File: src/rtl/core/mtep_pkg.sv
// Shared types and constants for the multi-turn encoder position unit.
// No dependencies; every other file of the block imports this package.
`default_nettype none

package mtep_pkg;

  // Field widths fixed by the frame format.
  localparam int unsigned FRAME_ID_W = 11;
  localparam int unsigned ANGLE_W    = 16;
  localparam int unsigned POS_W      = 32;
  localparam int unsigned CFG_DATA_W = 16;
  localparam int unsigned CFG_IDX_W  = 3;

  // Default width of the signed per-axis turn counter.
  localparam int unsigned TURN_WIDTH_DEF = 16;

  // Queue between classifier and update pipeline.
  localparam int unsigned QUEUE_DEPTH = 2;
  localparam int unsigned QUEUE_PTR_W = 1;
  localparam int unsigned QUEUE_CNT_W = 2;

  // Register reset values.
  localparam logic [FRAME_ID_W-1:0] PITCH_FID_RST = 11'd0;
  localparam logic [FRAME_ID_W-1:0] YAW_ID_RST    = 11'd1;
  localparam logic [ANGLE_W-1:0]    LOW_THR_RST   = 16'd2000;
  localparam logic [ANGLE_W-1:0]    HIGH_THR_RST  = 16'd5000;
  localparam logic [ANGLE_W-1:0]    CPT_RST       = 16'd8191;

  typedef enum logic [CFG_IDX_W-1:0] {
    CFG_PITCH_FID = 3'd0,
    CFG_YAW_ID    = 3'd1,
    CFG_LOW_THR   = 3'd2,
    CFG_HIGH_THR  = 3'd3,
    CFG_CPT       = 3'd4
  } cfg_idx_e;

  typedef enum logic {
    AXIS_PITCH = 1'b0,
    AXIS_YAW   = 1'b1
  } axis_e;

  typedef struct packed {
    logic [FRAME_ID_W-1:0] frame_id;
    logic [7:0]            angle_high;
    logic [7:0]            angle_low;
  } in_item_t;

  typedef struct packed {
    logic                    axis;
    logic signed [POS_W-1:0] position;
  } out_item_t;

  // One classified frame waiting for the update pipeline.
  typedef struct packed {
    logic               axis;
    logic [ANGLE_W-1:0] angle;
  } q_entry_t;

  // Settings used by the update pipeline.
  typedef struct packed {
    logic [ANGLE_W-1:0] low_thr;
    logic [ANGLE_W-1:0] high_thr;
    logic [ANGLE_W-1:0] cpt;
  } back_cfg_t;

endpackage : mtep_pkg

`default_nettype wire

File: src/rtl/core/multi_turn_encoder_position_unit.sv
// Top level of the multi-turn encoder position unit: configuration registers,
// classifier, queue and update pipeline. Uses mtep_pkg, mtep_front,
// mtep_queue and mtep_back.
//
// Usage: feedback frames enter on the input channel (in_valid_i / in_ready_o,
// payload in_item_i). Frames whose identifier matches the pitch or the yaw
// identifier produce one item on the output channel (out_valid_o /
// out_ready_i, payload out_item_o) with the axis and the unwrapped position;
// all other frames are accepted and dropped without a result.
// From acceptance to out_valid_o an item passes the two-entry queue, the
// unwrap stage, the multiply stage and the output add stage.
// Throughput is one item per cycle when the receiver keeps out_ready_i high.
// When the receiver stalls, the update pipeline holds, and the queue keeps
// taking items until its two entries are full, after which in_ready_o drops.
// Configuration goes through cfg_we_i / cfg_idx_i / cfg_data_i, one register
// per cycle; the user must write only while no item is in flight, unenforced.
// Reset clears the queue, the pipeline, and the per-axis state (no frame
// seen, zero turns), and loads the default identifiers, thresholds and
// counts per turn.
`default_nettype none

module multi_turn_encoder_position_unit #(
  parameter int unsigned TURN_WIDTH = mtep_pkg::TURN_WIDTH_DEF
) (
  input  wire logic                              clk_i,
  input  wire logic                              rst_ni,
  input  wire logic                              cfg_we_i,
  input  wire logic [mtep_pkg::CFG_IDX_W-1:0]    cfg_idx_i,
  input  wire logic [mtep_pkg::CFG_DATA_W-1:0]   cfg_data_i,
  input  wire logic                              in_valid_i,
  output logic                                   in_ready_o,
  input  wire mtep_pkg::in_item_t                in_item_i,
  output logic                                   out_valid_o,
  input  wire logic                              out_ready_i,
  output mtep_pkg::out_item_t                    out_item_o
);
  import mtep_pkg::*;

  logic [FRAME_ID_W-1:0] pitch_fid_q;
  logic [FRAME_ID_W-1:0] yaw_id_q;
  back_cfg_t             back_cfg_q;

  logic      q_push;
  q_entry_t  q_push_entry;
  logic      q_pop;
  q_entry_t  q_pop_entry;
  logic      q_full;
  logic      q_empty;

  // Configuration registers; writes to unknown indexes are ignored.
  always_ff @(posedge clk_i or negedge rst_ni) begin
    if (!rst_ni) begin
      pitch_fid_q         <= PITCH_FID_RST;
      yaw_id_q            <= YAW_ID_RST;
      back_cfg_q.low_thr  <= LOW_THR_RST;
      back_cfg_q.high_thr <= HIGH_THR_RST;
      back_cfg_q.cpt      <= CPT_RST;
    end else if (cfg_we_i) begin
      case (cfg_idx_e'(cfg_idx_i))
        CFG_PITCH_FID: pitch_fid_q         <= cfg_data_i[FRAME_ID_W-1:0];
        CFG_YAW_ID:    yaw_id_q            <= cfg_data_i[FRAME_ID_W-1:0];
        CFG_LOW_THR:   back_cfg_q.low_thr  <= cfg_data_i;
        CFG_HIGH_THR:  back_cfg_q.high_thr <= cfg_data_i;
        CFG_CPT:       back_cfg_q.cpt      <= cfg_data_i;
        default: begin
        end
      endcase
    end
  end

  mtep_front u_front (
    .in_valid_i  (in_valid_i),
    .in_ready_o  (in_ready_o),
    .in_item_i   (in_item_i),
    .pitch_fid_i (pitch_fid_q),
    .yaw_id_i    (yaw_id_q),
    .q_full_i    (q_full),
    .q_push_o    (q_push),
    .q_entry_o   (q_push_entry)
  );

  mtep_queue u_queue (
    .clk_i        (clk_i),
    .rst_ni       (rst_ni),
    .push_i       (q_push),
    .push_entry_i (q_push_entry),
    .pop_i        (q_pop),
    .pop_entry_o  (q_pop_entry),
    .full_o       (q_full),
    .empty_o      (q_empty)
  );

  mtep_back #(
    .TURN_WIDTH (TURN_WIDTH)
  ) u_back (
    .clk_i       (clk_i),
    .rst_ni      (rst_ni),
    .cfg_i       (back_cfg_q),
    .q_empty_i   (q_empty),
    .q_entry_i   (q_pop_entry),
    .q_pop_o     (q_pop),
    .out_valid_o (out_valid_o),
    .out_ready_i (out_ready_i),
    .out_item_o  (out_item_o)
  );

endmodule : multi_turn_encoder_position_unit

`default_nettype wire

File: src/rtl/core/mtep_front.sv
// Frame classifier: matches the frame identifier against the two axis
// identifiers and forwards matching frames to the queue. Uses mtep_pkg.
`default_nettype none

module mtep_front (
  input  wire logic                              in_valid_i,
  output logic                                   in_ready_o,
  input  wire mtep_pkg::in_item_t                in_item_i,
  input  wire logic [mtep_pkg::FRAME_ID_W-1:0]   pitch_fid_i,
  input  wire logic [mtep_pkg::FRAME_ID_W-1:0]   yaw_id_i,
  input  wire logic                              q_full_i,
  output logic                                   q_push_o,
  output mtep_pkg::q_entry_t                     q_entry_o
);
  import mtep_pkg::*;

  logic pitch_hit;
  logic yaw_hit;

  // Pitch wins when both identifiers are equal.
  assign pitch_hit = (in_item_i.frame_id == pitch_fid_i);
  assign yaw_hit   = (in_item_i.frame_id == yaw_id_i);

  // Frames that match no axis are accepted and dropped.
  assign in_ready_o      = !q_full_i;
  assign q_push_o        = in_valid_i && !q_full_i && (pitch_hit || yaw_hit);
  assign q_entry_o.axis  = pitch_hit ? AXIS_PITCH : AXIS_YAW;
  assign q_entry_o.angle = {in_item_i.angle_high, in_item_i.angle_low};

endmodule : mtep_front

`default_nettype wire

File: src/rtl/core/mtep_queue.sv
// Short register queue between the classifier and the update pipeline.
// Uses mtep_pkg for the entry type and depth constants.
`default_nettype none

module mtep_queue (
  input  wire logic               clk_i,
  input  wire logic               rst_ni,
  input  wire logic               push_i,
  input  wire mtep_pkg::q_entry_t push_entry_i,
  input  wire logic               pop_i,
  output mtep_pkg::q_entry_t      pop_entry_o,
  output logic                    full_o,
  output logic                    empty_o
);
  import mtep_pkg::*;

  q_entry_t                mem_q [QUEUE_DEPTH];
  logic [QUEUE_PTR_W-1:0]  wr_ptr_q, wr_ptr_d;
  logic [QUEUE_PTR_W-1:0]  rd_ptr_q, rd_ptr_d;
  logic [QUEUE_CNT_W-1:0]  cnt_q, cnt_d;
  logic                    do_push;
  logic                    do_pop;

  assign full_o      = (cnt_q == QUEUE_CNT_W'(QUEUE_DEPTH));
  assign empty_o     = (cnt_q == '0);
  assign do_push     = push_i && !full_o;
  assign do_pop      = pop_i && !empty_o;
  assign pop_entry_o = mem_q[rd_ptr_q];

  always_comb begin
    wr_ptr_d = do_push ? wr_ptr_q + 1'b1 : wr_ptr_q;
    rd_ptr_d = do_pop  ? rd_ptr_q + 1'b1 : rd_ptr_q;
    cnt_d    = cnt_q;
    if (do_push && !do_pop) begin
      cnt_d = cnt_q + 1'b1;
    end else if (do_pop && !do_push) begin
      cnt_d = cnt_q - 1'b1;
    end
  end

  always_ff @(posedge clk_i or negedge rst_ni) begin
    if (!rst_ni) begin
      wr_ptr_q <= '0;
      rd_ptr_q <= '0;
      cnt_q    <= '0;
    end else begin
      wr_ptr_q <= wr_ptr_d;
      rd_ptr_q <= rd_ptr_d;
      cnt_q    <= cnt_d;
    end
  end

  always_ff @(posedge clk_i) begin
    if (do_push) begin
      mem_q[wr_ptr_q] <= push_entry_i;
    end
  end

endmodule : mtep_queue

`default_nettype wire

File: src/rtl/core/mtep_back.sv
// Update pipeline: per-axis unwrap state, turn counting, and the position
// multiply-add over three register stages. Uses mtep_pkg.
`default_nettype none

module mtep_back #(
  parameter int unsigned TURN_WIDTH = mtep_pkg::TURN_WIDTH_DEF
) (
  input  wire logic                clk_i,
  input  wire logic                rst_ni,
  input  wire mtep_pkg::back_cfg_t cfg_i,
  input  wire logic                q_empty_i,
  input  wire mtep_pkg::q_entry_t  q_entry_i,
  output logic                     q_pop_o,
  output logic                     out_valid_o,
  input  wire logic                out_ready_i,
  output mtep_pkg::out_item_t      out_item_o
);
  import mtep_pkg::*;

  localparam int unsigned PROD_W = TURN_WIDTH + ANGLE_W + 1;
  localparam int unsigned SUM_W  = (PROD_W + 1 > POS_W) ? PROD_W + 1 : POS_W;
  localparam logic signed [TURN_WIDTH-1:0] TurnMax = {1'b0, {(TURN_WIDTH-1){1'b1}}};
  localparam logic signed [TURN_WIDTH-1:0] TurnMin = {1'b1, {(TURN_WIDTH-1){1'b0}}};

  // Per-axis state.
  logic                          seen_q [2];
  logic                          seen_d [2];
  logic [ANGLE_W-1:0]            off_q  [2];
  logic [ANGLE_W-1:0]            off_d  [2];
  logic [ANGLE_W-1:0]            prev_q [2];
  logic [ANGLE_W-1:0]            prev_d [2];
  logic signed [TURN_WIDTH-1:0]  turn_q [2];
  logic signed [TURN_WIDTH-1:0]  turn_d [2];

  // Pipeline stages.
  logic                          adv;
  logic                          a_valid_q;
  logic                          a_axis_q;
  logic signed [TURN_WIDTH-1:0]  a_turn_q, a_turn_d;
  logic signed [ANGLE_W:0]       a_diff_q, a_diff_d;
  logic                          b_valid_q;
  logic                          b_axis_q;
  logic signed [PROD_W-1:0]      b_prod_q, b_prod_d;
  logic signed [ANGLE_W:0]       b_diff_q;
  logic                          out_valid_q;
  out_item_t                     out_item_q, out_item_d;

  logic                          ax;
  logic [ANGLE_W-1:0]            ang;
  logic [ANGLE_W-1:0]            prev_eff;
  logic [ANGLE_W-1:0]            off_eff;
  logic signed [TURN_WIDTH-1:0]  turn_cur;
  logic                          wrap_up;
  logic                          wrap_down;
  logic signed [SUM_W-1:0]       sum;

  // The whole pipeline moves when the output register is free or being drained.
  assign adv     = !out_valid_q || out_ready_i;
  assign q_pop_o = adv && !q_empty_i;

  assign ax  = q_entry_i.axis;
  assign ang = q_entry_i.angle;

  always_comb begin
    // A first frame acts as its own previous angle and zero offset.
    prev_eff  = seen_q[ax] ? prev_q[ax] : ang;
    off_eff   = seen_q[ax] ? off_q[ax]  : ang;
    turn_cur  = turn_q[ax];
    wrap_up   = (ang < cfg_i.low_thr) && (prev_eff > cfg_i.high_thr);
    wrap_down = (ang > cfg_i.high_thr) && (prev_eff < cfg_i.low_thr);

    a_turn_d = turn_cur;
    if (wrap_up) begin
      if (turn_cur != TurnMax) begin
        a_turn_d = turn_cur + 1'b1;
      end
    end else if (wrap_down) begin
      if (turn_cur != TurnMin) begin
        a_turn_d = turn_cur - 1'b1;
      end
    end
    a_diff_d = signed'({1'b0, ang}) - signed'({1'b0, off_eff});

    seen_d = seen_q;
    off_d  = off_q;
    prev_d = prev_q;
    turn_d = turn_q;
    if (q_pop_o) begin
      seen_d[ax] = 1'b1;
      off_d[ax]  = off_eff;
      prev_d[ax] = ang;
      turn_d[ax] = a_turn_d;
    end
  end

  always_comb begin
    b_prod_d = a_turn_q * signed'({1'b0, cfg_i.cpt});
    // Exact sum, then wrapped to the position width.
    sum      = SUM_W'(b_prod_q) + SUM_W'(b_diff_q);
    out_item_d.axis     = b_axis_q;
    out_item_d.position = sum[POS_W-1:0];
  end

  always_ff @(posedge clk_i or negedge rst_ni) begin
    if (!rst_ni) begin
      for (int i = 0; i < 2; i++) begin
        seen_q[i] <= 1'b0;
        off_q[i]  <= '0;
        prev_q[i] <= '0;
        turn_q[i] <= '0;
      end
      a_valid_q   <= 1'b0;
      b_valid_q   <= 1'b0;
      out_valid_q <= 1'b0;
    end else begin
      seen_q <= seen_d;
      off_q  <= off_d;
      prev_q <= prev_d;
      turn_q <= turn_d;
      if (adv) begin
        a_valid_q   <= q_pop_o;
        b_valid_q   <= a_valid_q;
        out_valid_q <= b_valid_q;
      end
    end
  end

  always_ff @(posedge clk_i) begin
    if (adv) begin
      a_axis_q   <= ax;
      a_turn_q   <= a_turn_d;
      a_diff_q   <= a_diff_d;
      b_axis_q   <= a_axis_q;
      b_prod_q   <= b_prod_d;
      b_diff_q   <= a_diff_q;
      out_item_q <= out_item_d;
    end
  end

  assign out_valid_o = out_valid_q;
  assign out_item_o  = out_item_q;

endmodule : mtep_back

`default_nettype wire

File: config.mk
export PLATFORM = sky130hd
export DESIGN_NAME = multi_turn_encoder_position_unit
export DESIGN_NICKNAME = d
export VERILOG_FILES = /design/src/rtl/core/mtep_pkg.sv /design/src/rtl/core/multi_turn_encoder_position_unit.sv /design/src/rtl/core/mtep_front.sv /design/src/rtl/core/mtep_queue.sv /design/src/rtl/core/mtep_back.sv
export SDC_FILE = /design/constraint.sdc
export NUM_CORES = 1
export LEC_CHECK = 0
export BUFFER_PORTS_ARGS = -buffer_cell sky130_fd_sc_hd__buf_2
export CAP_MARGIN = 20
export CORE_UTILIZATION = 64
export DETAILED_ROUTE_END_ITERATION = 10
export GPL_TIMING_DRIVEN = 0
export PLACE_DENSITY_LB_ADDON = 0.1
export SYNTH_ARGS = -nofsm -noshare
export SYNTH_HDL_FRONTEND = slang
export SYNTH_HIERARCHICAL = 1
export SYNTH_SLANG_ARGS = --single-unit
File: constraint.sdc
create_clock -name clk_i -period 8.9 [get_ports clk_i]
set_input_delay 0 -clock clk_i [delete_from_list [all_inputs] [get_ports clk_i]]
set_output_delay 0 -clock clk_i [all_outputs]
set_load 0.02 [all_outputs]
==> implementation parameters, run 1 <==
Parameter                              Value

Outcome
  Run status    completed

STA
  Setup repair after global routing missed its margin    false
  Achievable Freq    0.135 GHz
  Final setup violation count    0
  Count of final hold-check violations    0
  Final setup skew    0.0217 ns
  Final slew viol count    0
  Total Neg Setup Slack    0 ns
  Tmin final    7.39 ns
  Relative slew margins    0.390
  Final period util    0.831
  Actual transition at the worst max-transition pin    0.891 ns

Die
  Core footprint    40800 sq um
  Number of placement rows    74
  Die Width    205 um
  IO Pins    86
  Die area    42100 sq um
  Initial Utilization    0.647
  Height of the die    205 um

Worst setup path
  Critical path type    register to register
  Crit path from    back_cfg_q[9]
  Ordered cell list for the critical path    clkbuf_1 -> nand2_1 -> fa_1 -> fa_1 -> fa_1 -> inv_1 -> fa_1 -> fa_1 -> inv_1 -> fa_1 -> inv_1 -> ha_1 -> nand2_1 -> a2111oi_2 -> a211o_1 -> a21oi_2 -> o311a_1 -> or2_4 -> o311ai_2 -> o31ai_1 -> xnor2_1
  Destination of the worst register-to-register timing path    u_back/b_prod_q[31]
  Max stage delay on crit path    0.66 ns
  Largest fanout on the critical path    10
  Required arrival time at the worst endpoint    9.19 ns
  Count of cells along the worst register-to-register path    21
  Master of the slowest instance on the critical path    sky130_fd_sc_hd__dfstp_2
  Critical path launch point type    register
  Most frequent cell on the critical path    sky130_fd_sc_hd__fa_1
  Flop-to-flop setup slack    1.51 ns
  Source of the worst register-to-register timing path    back_cfg_q[9]
  Signal arrival time at the worst endpoint    7.68 ns
  Kind of capture point of the worst setup path    register

Synthesis
  Most area-consuming cells after synthesis    sky130_fd_sc_hd__edfxtp_1 17%, sky130_fd_sc_hd__fa_1 15%, sky130_fd_sc_hd__dfrtp_1 14%
  Sequential cell area fraction in the yosys report    0.338
  Number of distinct library cell variants in the gate-level netlist after synthesis    100
  Synthesis warning total    6
  Post-Synthesis Cells    2551
  Share of synthesized flip-flops with an asynchronous set or reset    0.537
  Post-synth net total    3028
  Post-synth EDFFs    151
  Most frequent cell after synthesis    sky130_fd_sc_hd__inv_1
  Netlist Area Pre-Place    26400 sq um
  Primary FF master, synth    sky130_fd_sc_hd__edfxtp_1
  Leading cell types by count after synthesis    321 x sky130_fd_sc_hd__inv_1, 293 x sky130_fd_sc_hd__nand2_1, 230 x sky130_fd_sc_hd__ha_1
  Synth Register Bits    326
  Fraction of synthesized cell area taken by the top area cell type    0.172
  Leading area contributor after synthesis    sky130_fd_sc_hd__edfxtp_1
  Average instance area after synthesis    10.4 sq um

Global routing
  Number of antenna violations at the first check in global routing    0
  Top Usage Layer GRT    met2
  Global router's overall resource usage    0.324
  Met1 capacity usage during global routing    0.410
  Global-route wire length before repair    105 mm
  Final global-route overflow total    0
  Met2 usage    0.558
  Maximum number of pins on one net before global-route repair    102
  Global routing usage on met3    0.0474
  Number of global-route vias before repair    19825

Clock network
  Number of buffers added to fix hold violations after cts    40
  CTS Buffer Depth    3
  CTS tree    yes
  Post-CTS repair timing setup buffer count    0
  Count of instances resized after the clock tree is built    0
  Clock insertion delay at the later pin of the skew report    0.56 ns
  CTS clk-pin slew, worst paths    0.06 ns
  Clock root buffer    sky130_fd_sc_hd__clkbuf_16
  Total clock buffers created by CTS    37
  Count of clock tree sinks    326
  H-tree depth    2

Routing
  Total DRC errors in the routed layout    0
  Iteration count of the initial detailed-routing pass    6
  Total routed wirelength    66.0 mm
  Detailed router's first-iteration violation count    1530
  Routed via count divided by cell count    5.93
  WL/cell    20.2 um
  Antenna-violating nets left    0
  Total via count in the routed design    19352

Finish
  Share of layout cells above drive strength 1    0.123
  Area delta synth->final    10.4%
  Filler-free cell count of the finished design    3263
  Number of diodes added for antenna fixing    0
  Utilization after layout    0.715
  Number of nets in the layout    3180

Placed design
  Placed wire-length estimate    50.0 mm
  IO Port Bufs    69
  Gp weighted congestion    0.931
  DP Cell Count    3156

Min path
  Hold WC Path Type    input pin to asynchronous set/reset pin

Job
  Number of maximum-capacitance violations    0
## worst max-delay path, delay by kind of cell (launching register included)
kind                       cells  cell delay, ns
AOI/OAI and AO/OA              6            1.69
adders and majority gates      7            3.39
xor gates and xnor gates       1            0.13
buffers and inverters          4            0.71
DFF                            1            0.66
and+or+nand+nor                3            0.55
## per-stage QoR
| stage | worst slack [ns] | area, sq um | hold slack, ns |
|---|---|---|---|
| after floorplan | 2.42 | 26400 | -0.296 |
| after global placement | 1.63 | 27400 | 0.184 |
| after detailed placement | 1.61 | 27500 | 0.00119 |
| after CTS | 1.55 | 29200 | 0.00613 |
| after global routing | 1.19 | 29200 | 0.0369 |
| final | 1.51 | 29200 | 0.00491 |
## cells in the final DEF (no fill, tap or decap), drive strengths merged, types with 22 or more instances in the layout
cell type and n:
clkbuf 107, inv 326, buf 111, a21o 39, a21oi 90, mux2 107, ha 230, dfstp 25
mux2i 49, dlygate4sd3 40, nor3 35, xnor2 87, nand2 293, nand2b 32, fa 196, nand4 27
dfrtp 150, nor2 105, o211ai 27, edfxtp 151, a31oi 22, xor2 28, o21ai 97, and2 130
## metal layers
metal  share of wire  up-vias
li1                -     8930
met1            0.41     9541
met2            0.49      707
met3           0.059      174
met4           0.041        0
met5               0        -
## cell type report
class | count | area [sq um]
clock buffer | 42 | 975
fill | 2935 | 11600
buffer | 103 | 538
multi-input combinational | 1799 | 15700
tap | 532 | 666
clock inverter | 25 | 269
timing repair buffer | 113 | 830
sequential | 326 | 8940
inverter | 323 | 1220
## sequential cells by signal (all words and copies together) (netlist names), 17 cells and up
name,count
u_back/b_diff_q,17
u_back/off_q,32
u_back/a_diff_q,17
u_back/turn_q,32
u_back/b_prod_q,32
u_queue/mem_q,34
u_back/prev_q,32
back_cfg_q,48
u_back/out_item_o,33
## worst max-delay path by stage
stage,endpoint,cells after the start
5_1_grt,u_back/b_prod_q[31],21
4_1_cts,u_back/b_prod_q[31],21
6_report,u_back/b_prod_q[31],21
3_5_place_dp,u_back/b_prod_q[31],21
2_1_floorplan,u_back/b_prod_q[31],21
3_3_place_gp,u_back/b_prod_q[31],21
## kinds of logic (layout without fill, tap and decap cells)
kind of cell,count (synthesis),after routing,synth area share
XOR/XNOR,115,115,0.0381
AO/OA/AOI/OAI,383,383,0.0951
multiplexers,156,156,0.0698
AND/OR/NAND/NOR,719,719,0.135
buffers and inverters,426,606,0.0662
adder cells (fa/ha/maj),426,426,0.257
flip-flops,326,326,0.338
Power of run 1 is not shown: default switching activity piles up to over one toggle a cycle in this logic, so the estimate is an artifact.
==> inputs of run 2 (changes only) <==
==> constraint.sdc (replaced) <==
create_clock -name clk_i -period 7.65 [get_ports clk_i]
set_input_delay 0 -clock clk_i [delete_from_list [all_inputs] [get_ports clk_i]]
set_output_delay 0 -clock clk_i [all_outputs]
set_load 0.02 [all_outputs]
==> run 2 against run 1 <==
Die area is the same. Routed wire length decreased by 0.46%. Critical endpoint is now u_back/b_prod_q[26]. Global-route usage unchanged. Flip-flop and latch count unchanged.
==> implementation parameters, run 2 (synthesis results as in run 1) <==
Parameter                              Value

Outcome
  Run status    completed

Clock network
  CTS tree    yes
  Clock insertion delay at the later pin of the skew report    0.56 ns
  CTS clk-pin slew, worst paths    0.06 ns
  Post-CTS repair timing setup buffer count    0
  Clock root buffer    sky130_fd_sc_hd__clkbuf_16
  H-tree depth    2
  Count of clock tree sinks    326
  Total clock buffers created by CTS    37
  CTS Buffer Depth    3

Worst setup path
  Signal arrival time at the worst endpoint    7.60 ns
  Required arrival time at the worst endpoint    7.94 ns
  Critical path launch point type    register
  Kind of capture point of the worst setup path    register
  Max stage delay on crit path    0.66 ns
  Master of the slowest instance on the critical path    sky130_fd_sc_hd__dfstp_2
  Critical path type    register to register
  Most frequent cell on the critical path    sky130_fd_sc_hd__fa_1
  Largest fanout on the critical path    10
  Ordered cell list for the critical path    clkbuf_1 -> nand2_1 -> fa_1 -> inv_1 -> fa_1 -> ha_1 -> fa_1 -> inv_1 -> fa_1 -> fa_1 -> inv_1 -> ha_1 -> or3_1 -> a311oi_1 -> o21ai_0 -> a21oi_1 -> a211oi_1 -> o21ai_0 -> a21oi_1 -> o41a_1

Job
  Number of maximum-capacitance violations    0

Global routing
  Maximum number of pins on one net before global-route repair    102
  Global router's overall resource usage    0.324
  Final global-route overflow total    0
  Number of global-route vias before repair    19825
  Number of antenna violations at the first check in global routing    0
  Global-route wire length before repair    105 mm

Finish
  Most frequent standard cell in the layout excluding fill and tap cells    sky130_fd_sc_hd__inv_1
  Number of diodes added for antenna fixing    0
  Area delta synth->final    10.3%
  Share of layout cells above drive strength 1    0.123
  Top reg by flops    back_cfg_q
  Commonest non-fill, non-tap cells in the layout    320 x sky130_fd_sc_hd__inv_1, 293 x sky130_fd_sc_hd__nand2_1, 230 x sky130_fd_sc_hd__ha_1
  Final-layout fill cell count    2937
  Max FFs per register    48
  Number of nets in the layout    3177

Routing
  Routed via count divided by cell count    5.90
  WL/cell    20.2 um
  Iteration count of the initial detailed-routing pass    8
  Total DRC errors in the routed layout    0
  Antenna-violating nets left    0
  Routed met3 length    3.75 mm
  Detailed router's first-iteration violation count    1464
  Highest metal layer used by the detailed router    met4
  Routed length on met1    27.2 mm
  Total via count in the routed design    19241
  Detailed-routed wire length on met2    32.1 mm
  Total routed wirelength    65.7 mm

Die
  Die Width    205 um
  Die area    42100 sq um
  IO Pins    86
  Number of placement rows    74
  Height of the die    205 um
  Core footprint    40800 sq um
  Initial Utilization    0.647

STA
  Total Neg Setup Slack    0 ns
  Setup repair after global routing missed its margin    false
  Final setup violation count    0
  Final setup skew    0.0190 ns
  Minimum setup slack in the final design    0.336 ns
  Actual transition at the worst max-transition pin    0.897 ns
  Final period util    0.956
  Relative slew margins    0.387
  Achievable Freq    0.137 GHz
  Post-Route Hold Slack    0.00797 ns
  Tmin final    7.31 ns
  Count of final hold-check violations    0
  Final slew viol count    0

Placed design
  IO Port Bufs    69
  Gp weighted congestion    0.931
  Pre-CTS setup slack    0.359 ns
  Placed wire-length estimate    50.0 mm

Min path
  Hold WC Path Type    input pin to asynchronous set/reset pin
==> run 2: metal layers <==
| layer | vias to the layer above | global-route usage |
|---|---|---|
| li1 | 8910 | - |
| met1 | 9498 | 0.410 |
| met2 | 657 | 0.558 |
| met3 | 176 | 0.0474 |
| met4 | 0 | 0.135 |
| met5 | - | 0 |
==> run 2: layout make-up <==
class | count | area (sq um) | area share
multi-input cells | 1799 | 15700 | 0.540
flip-flops and latches | 326 | 8940 | 0.307
inverters | 323 | 1220 | 0.0417
clock buffers | 42 | 975 | 0.0334
repair buffers | 113 | 830 | 0.0284
well taps | 532 | 666 | 0.0228
plain buffers | 100 | 527 | 0.0181
clock inverters | 25 | 269 | 0.00922
==> run 2: timing repair <==
item / 4_1_cts / 5_1_grt
endpoints found under the hold margin: 278 / 0
hold buffers: 40 / 0
endpoints found under the setup margin: 0 / 1
resized for setup: 0 / 0
==> run 2: worst paths after layout <==
| kind | start | endpoint | slack, ns | cells after the start |
|---|---|---|---|---|
| worst min register to register | u_back/a_diff_q[4] | u_back/b_diff_q[4] | 0.42 | 0 |
| min in group clk_i | cfg_idx_i[0] | yaw_id_q[10] | 0.02 | 3 |
| max in group asynchronous | rst_ni | back_cfg_q[36] | 6.75 | 3 |
| worst max-delay path | back_cfg_q[6] | u_back/b_prod_q[26] | 0.34 | 20 |
| worst max register to register | back_cfg_q[6] | u_back/b_prod_q[26] | 0.34 | 20 |
| worst min-delay path | rst_ni | u_back/turn_q[27] | 0.008 | 2 |
==> run 2: through the flow <==
stage / instance area, sq um / utilization / std cells
finish: 29200 / 0.714 / 3260
global route: 29200 / 0.714 / 3260
CTS: 29200 / 0.715 / 3263
detailed placement: 27500 / 0.674 / 3156
global placement: 27400 / 0.672 / 3152
floorplan: 26400 / - / 2551
==> run 2: critical path: cells and delay by family, from the launching register on <==
family | cells | cell delay [ns]
flops | 1 | 0.66
compound gates | 7 | 2.22
buf+inv | 4 | 0.71
simple gates | 2 | 0.54
fa+ha+maj | 7 | 2.89
Power of run 2 is left out for the same reason.
==> inputs of run 3 (changes only) <==
--- a/config.mk
+++ b/config.mk
@@ -7,7 +7,7 @@
 export LEC_CHECK = 0
 export BUFFER_PORTS_ARGS = -buffer_cell sky130_fd_sc_hd__buf_2
 export CAP_MARGIN = 20
-export CORE_UTILIZATION = 64
+export CORE_UTILIZATION = 38
 export DETAILED_ROUTE_END_ITERATION = 10
 export GPL_TIMING_DRIVEN = 0
 export PLACE_DENSITY_LB_ADDON = 0.1
==> run 3 against run 2 <==
Global-route usage down 12 points. Clock skew about the same. Flip-flop and latch count unchanged. Largest cell class unchanged.
==> implementation parameters, run 3 (synthesis results as in run 1) <==
Parameter                              Value

Global routing
  Global routing usage on met3    0.0240
  Global router's overall resource usage    0.205
  Final global-route overflow total    0
  Top Usage Layer GRT    met2
  Met1 capacity usage during global routing    0.262
  Global-route wire length before repair    112 mm
  Met2 usage    0.357
  Number of global-route vias before repair    19670
  Maximum number of pins on one net before global-route repair    100
  Number of antenna violations at the first check in global routing    3

Die
  IO Pins    86
  Die Width    266 um
  Height of the die    266 um
  Number of placement rows    96
  Die area    70600 sq um
  Initial Utilization    0.385
  Core footprint    68700 sq um

Routing
  Total via count in the routed design    18705
  Routed via count divided by cell count    5.10
  WL/cell    19.3 um
  Total routed wirelength    70.7 mm
  Antenna-violating nets left    0
  Detailed router's first-iteration violation count    960
  Iteration count of the initial detailed-routing pass    5
  Total DRC errors in the routed layout    0

Clock network
  CTS clk-pin slew, worst paths    0.06 ns
  H-tree depth    2
  Count of clock tree sinks    326
  Clock insertion delay at the later pin of the skew report    0.56 ns
  Total clock buffers created by CTS    41
  CTS Buffer Depth    3
  Clock root buffer    sky130_fd_sc_hd__clkbuf_16
  CTS tree    yes

Placed design
  Gp weighted congestion    0.879
  Pre-CTS setup slack    0.163 ns
  IO Port Bufs    69
  Placed wire-length estimate    55.8 mm

Worst setup path
  Source of the worst register-to-register timing path    back_cfg_q[7]
  Required arrival time at the worst endpoint    7.94 ns
  Count of cells along the worst register-to-register path    21
  Largest fanout on the critical path    10
  Critical path type    register to register
  Signal arrival time at the worst endpoint    7.55 ns
  Flop-to-flop setup slack    0.39 ns
  Critical path launch point type    register
  Destination of the worst register-to-register timing path    u_back/b_prod_q[31]
  Kind of capture point of the worst setup path    register

STA
  Setup repair after global routing missed its margin    false
  Minimum setup slack in the final design    0.394 ns
  Final period util    0.949
  Achievable Freq    0.138 GHz
  Count of final hold-check violations    0
  Final setup skew    0.0187 ns
  Total Neg Setup Slack    0 ns
  Relative slew margins    0.325
  Actual transition at the worst max-transition pin    0.987 ns
  Tmin final    7.26 ns
  Final setup violation count    0
  Final slew viol count    0

Finish
  Most frequent standard cell in the layout excluding fill and tap cells    sky130_fd_sc_hd__inv_1
  Max FFs per register    48
  Share of layout cells above drive strength 1    0.125
  Final-layout fill cell count    6730
  Commonest non-fill, non-tap cells in the layout    320 x sky130_fd_sc_hd__inv_1, 293 x sky130_fd_sc_hd__nand2_1, 230 x sky130_fd_sc_hd__ha_1
  Area delta synth->final    13.2%
  Top reg by flops    back_cfg_q
  Multi-input combinational cell area    15800 sq um
  Number of nets in the layout    3181
  Flip-flop and latch area    8940 sq um

Min path
  Hold WC Path Type    input pin to asynchronous set/reset pin

Outcome
  Run status    completed

Job
  Number of maximum-capacitance violations    0
==> run 3: cell types whose count changed in the layout (fill, tap and decap cells not counted), moves of 2 or more <==
| cell | delta |
|---|---|
| sky130_fd_sc_hd__clkbuf_16 | +9 |
| sky130_fd_sc_hd__clkbuf_1 | +7 |
| sky130_fd_sc_hd__clkinv_1 | -5 |
| sky130_fd_sc_hd__clkinv_2 | -3 |
| sky130_fd_sc_hd__dlygate4sd3_1 | +2 |
==> run 3: what timing repair did <==
action / in CTS / in global routing
gates resized for setup: 0 / 3
endpoints found under the setup margin: 0 / 3
endpoints found under the hold margin: 184 / 0
setup buffers: 0 / 0
hold buffers: 42 / 0
==> run 3: stage by stage <==
step / instances / cell area [sq um] / utilization / hold WS (ns)
2_1_floorplan: 2551 / 26400 / - / -0.296
3_3_place_gp: 3551 / 27900 / 0.407 / 0.184
3_5_place_dp: 3554 / 28000 / 0.408 / 0.0397
4_1_cts: 3672 / 29900 / 0.436 / 0.0115
5_1_grt: 3668 / 29900 / 0.435 / 0.0477
6_report: 3669 / 29900 / 0.435 / 0.00577
==> run 3: routing by layer <==
metal	vias up	part of all wire
li1	8937	-
met5	-	0
met4	0	0.033
met3	124	0.035
met1	9268	0.45
met2	376	0.48
==> run 3: layout make-up <==
class	count	area share
multi-input cells	1799	0.526
diodes	1	0.0000836
flip-flops and latches	326	0.299
repair buffers	114	0.0280
clock inverters	17	0.00853
inverters	323	0.0407
plain buffers	99	0.0175
well taps	931	0.0389
clock buffers	59	0.0408
==> run 3: how the worst max path moves through the flow <==
stage / slack [ns] / to / startpoint
2_1_floorplan: 1.17 / u_back/b_prod_q[31] / back_cfg_q[12]
3_3_place_gp: 0.22 / u_back/b_prod_q[31] / back_cfg_q[12]
3_5_place_dp: 0.16 / u_back/b_prod_q[31] / back_cfg_q[9]
4_1_cts: 0.16 / u_back/b_prod_q[31] / back_cfg_q[9]
5_1_grt: 0.04 / u_back/b_prod_q[31] / back_cfg_q[3]
6_report: 0.39 / u_back/b_prod_q[31] / back_cfg_q[7]
==> run 3: critical path: stages, from the launching register on <==
cell and delay, ns:
sky130_fd_sc_hd__dfstp_2 0.65, sky130_fd_sc_hd__clkbuf_1 0.53, sky130_fd_sc_hd__nand2_1 0.14, sky130_fd_sc_hd__fa_1 0.50, sky130_fd_sc_hd__fa_1 0.47, sky130_fd_sc_hd__fa_1 0.44, sky130_fd_sc_hd__fa_1 0.51, sky130_fd_sc_hd__inv_1 0.06
sky130_fd_sc_hd__fa_1 0.53, sky130_fd_sc_hd__inv_1 0.05, sky130_fd_sc_hd__fa_1 0.47, sky130_fd_sc_hd__inv_1 0.04, sky130_fd_sc_hd__ha_1 0.34, sky130_fd_sc_hd__nand2_1 0.11, sky130_fd_sc_hd__a2111oi_2 0.48, sky130_fd_sc_hd__a211o_1 0.24
sky130_fd_sc_hd__a21oi_2 0.11, sky130_fd_sc_hd__o311a_1 0.39, sky130_fd_sc_hd__or2_4 0.29, sky130_fd_sc_hd__o311ai_2 0.36, sky130_fd_sc_hd__o31ai_1 0.13, sky130_fd_sc_hd__xnor2_1 0.14
Power of run 3 is left out for the same reason.
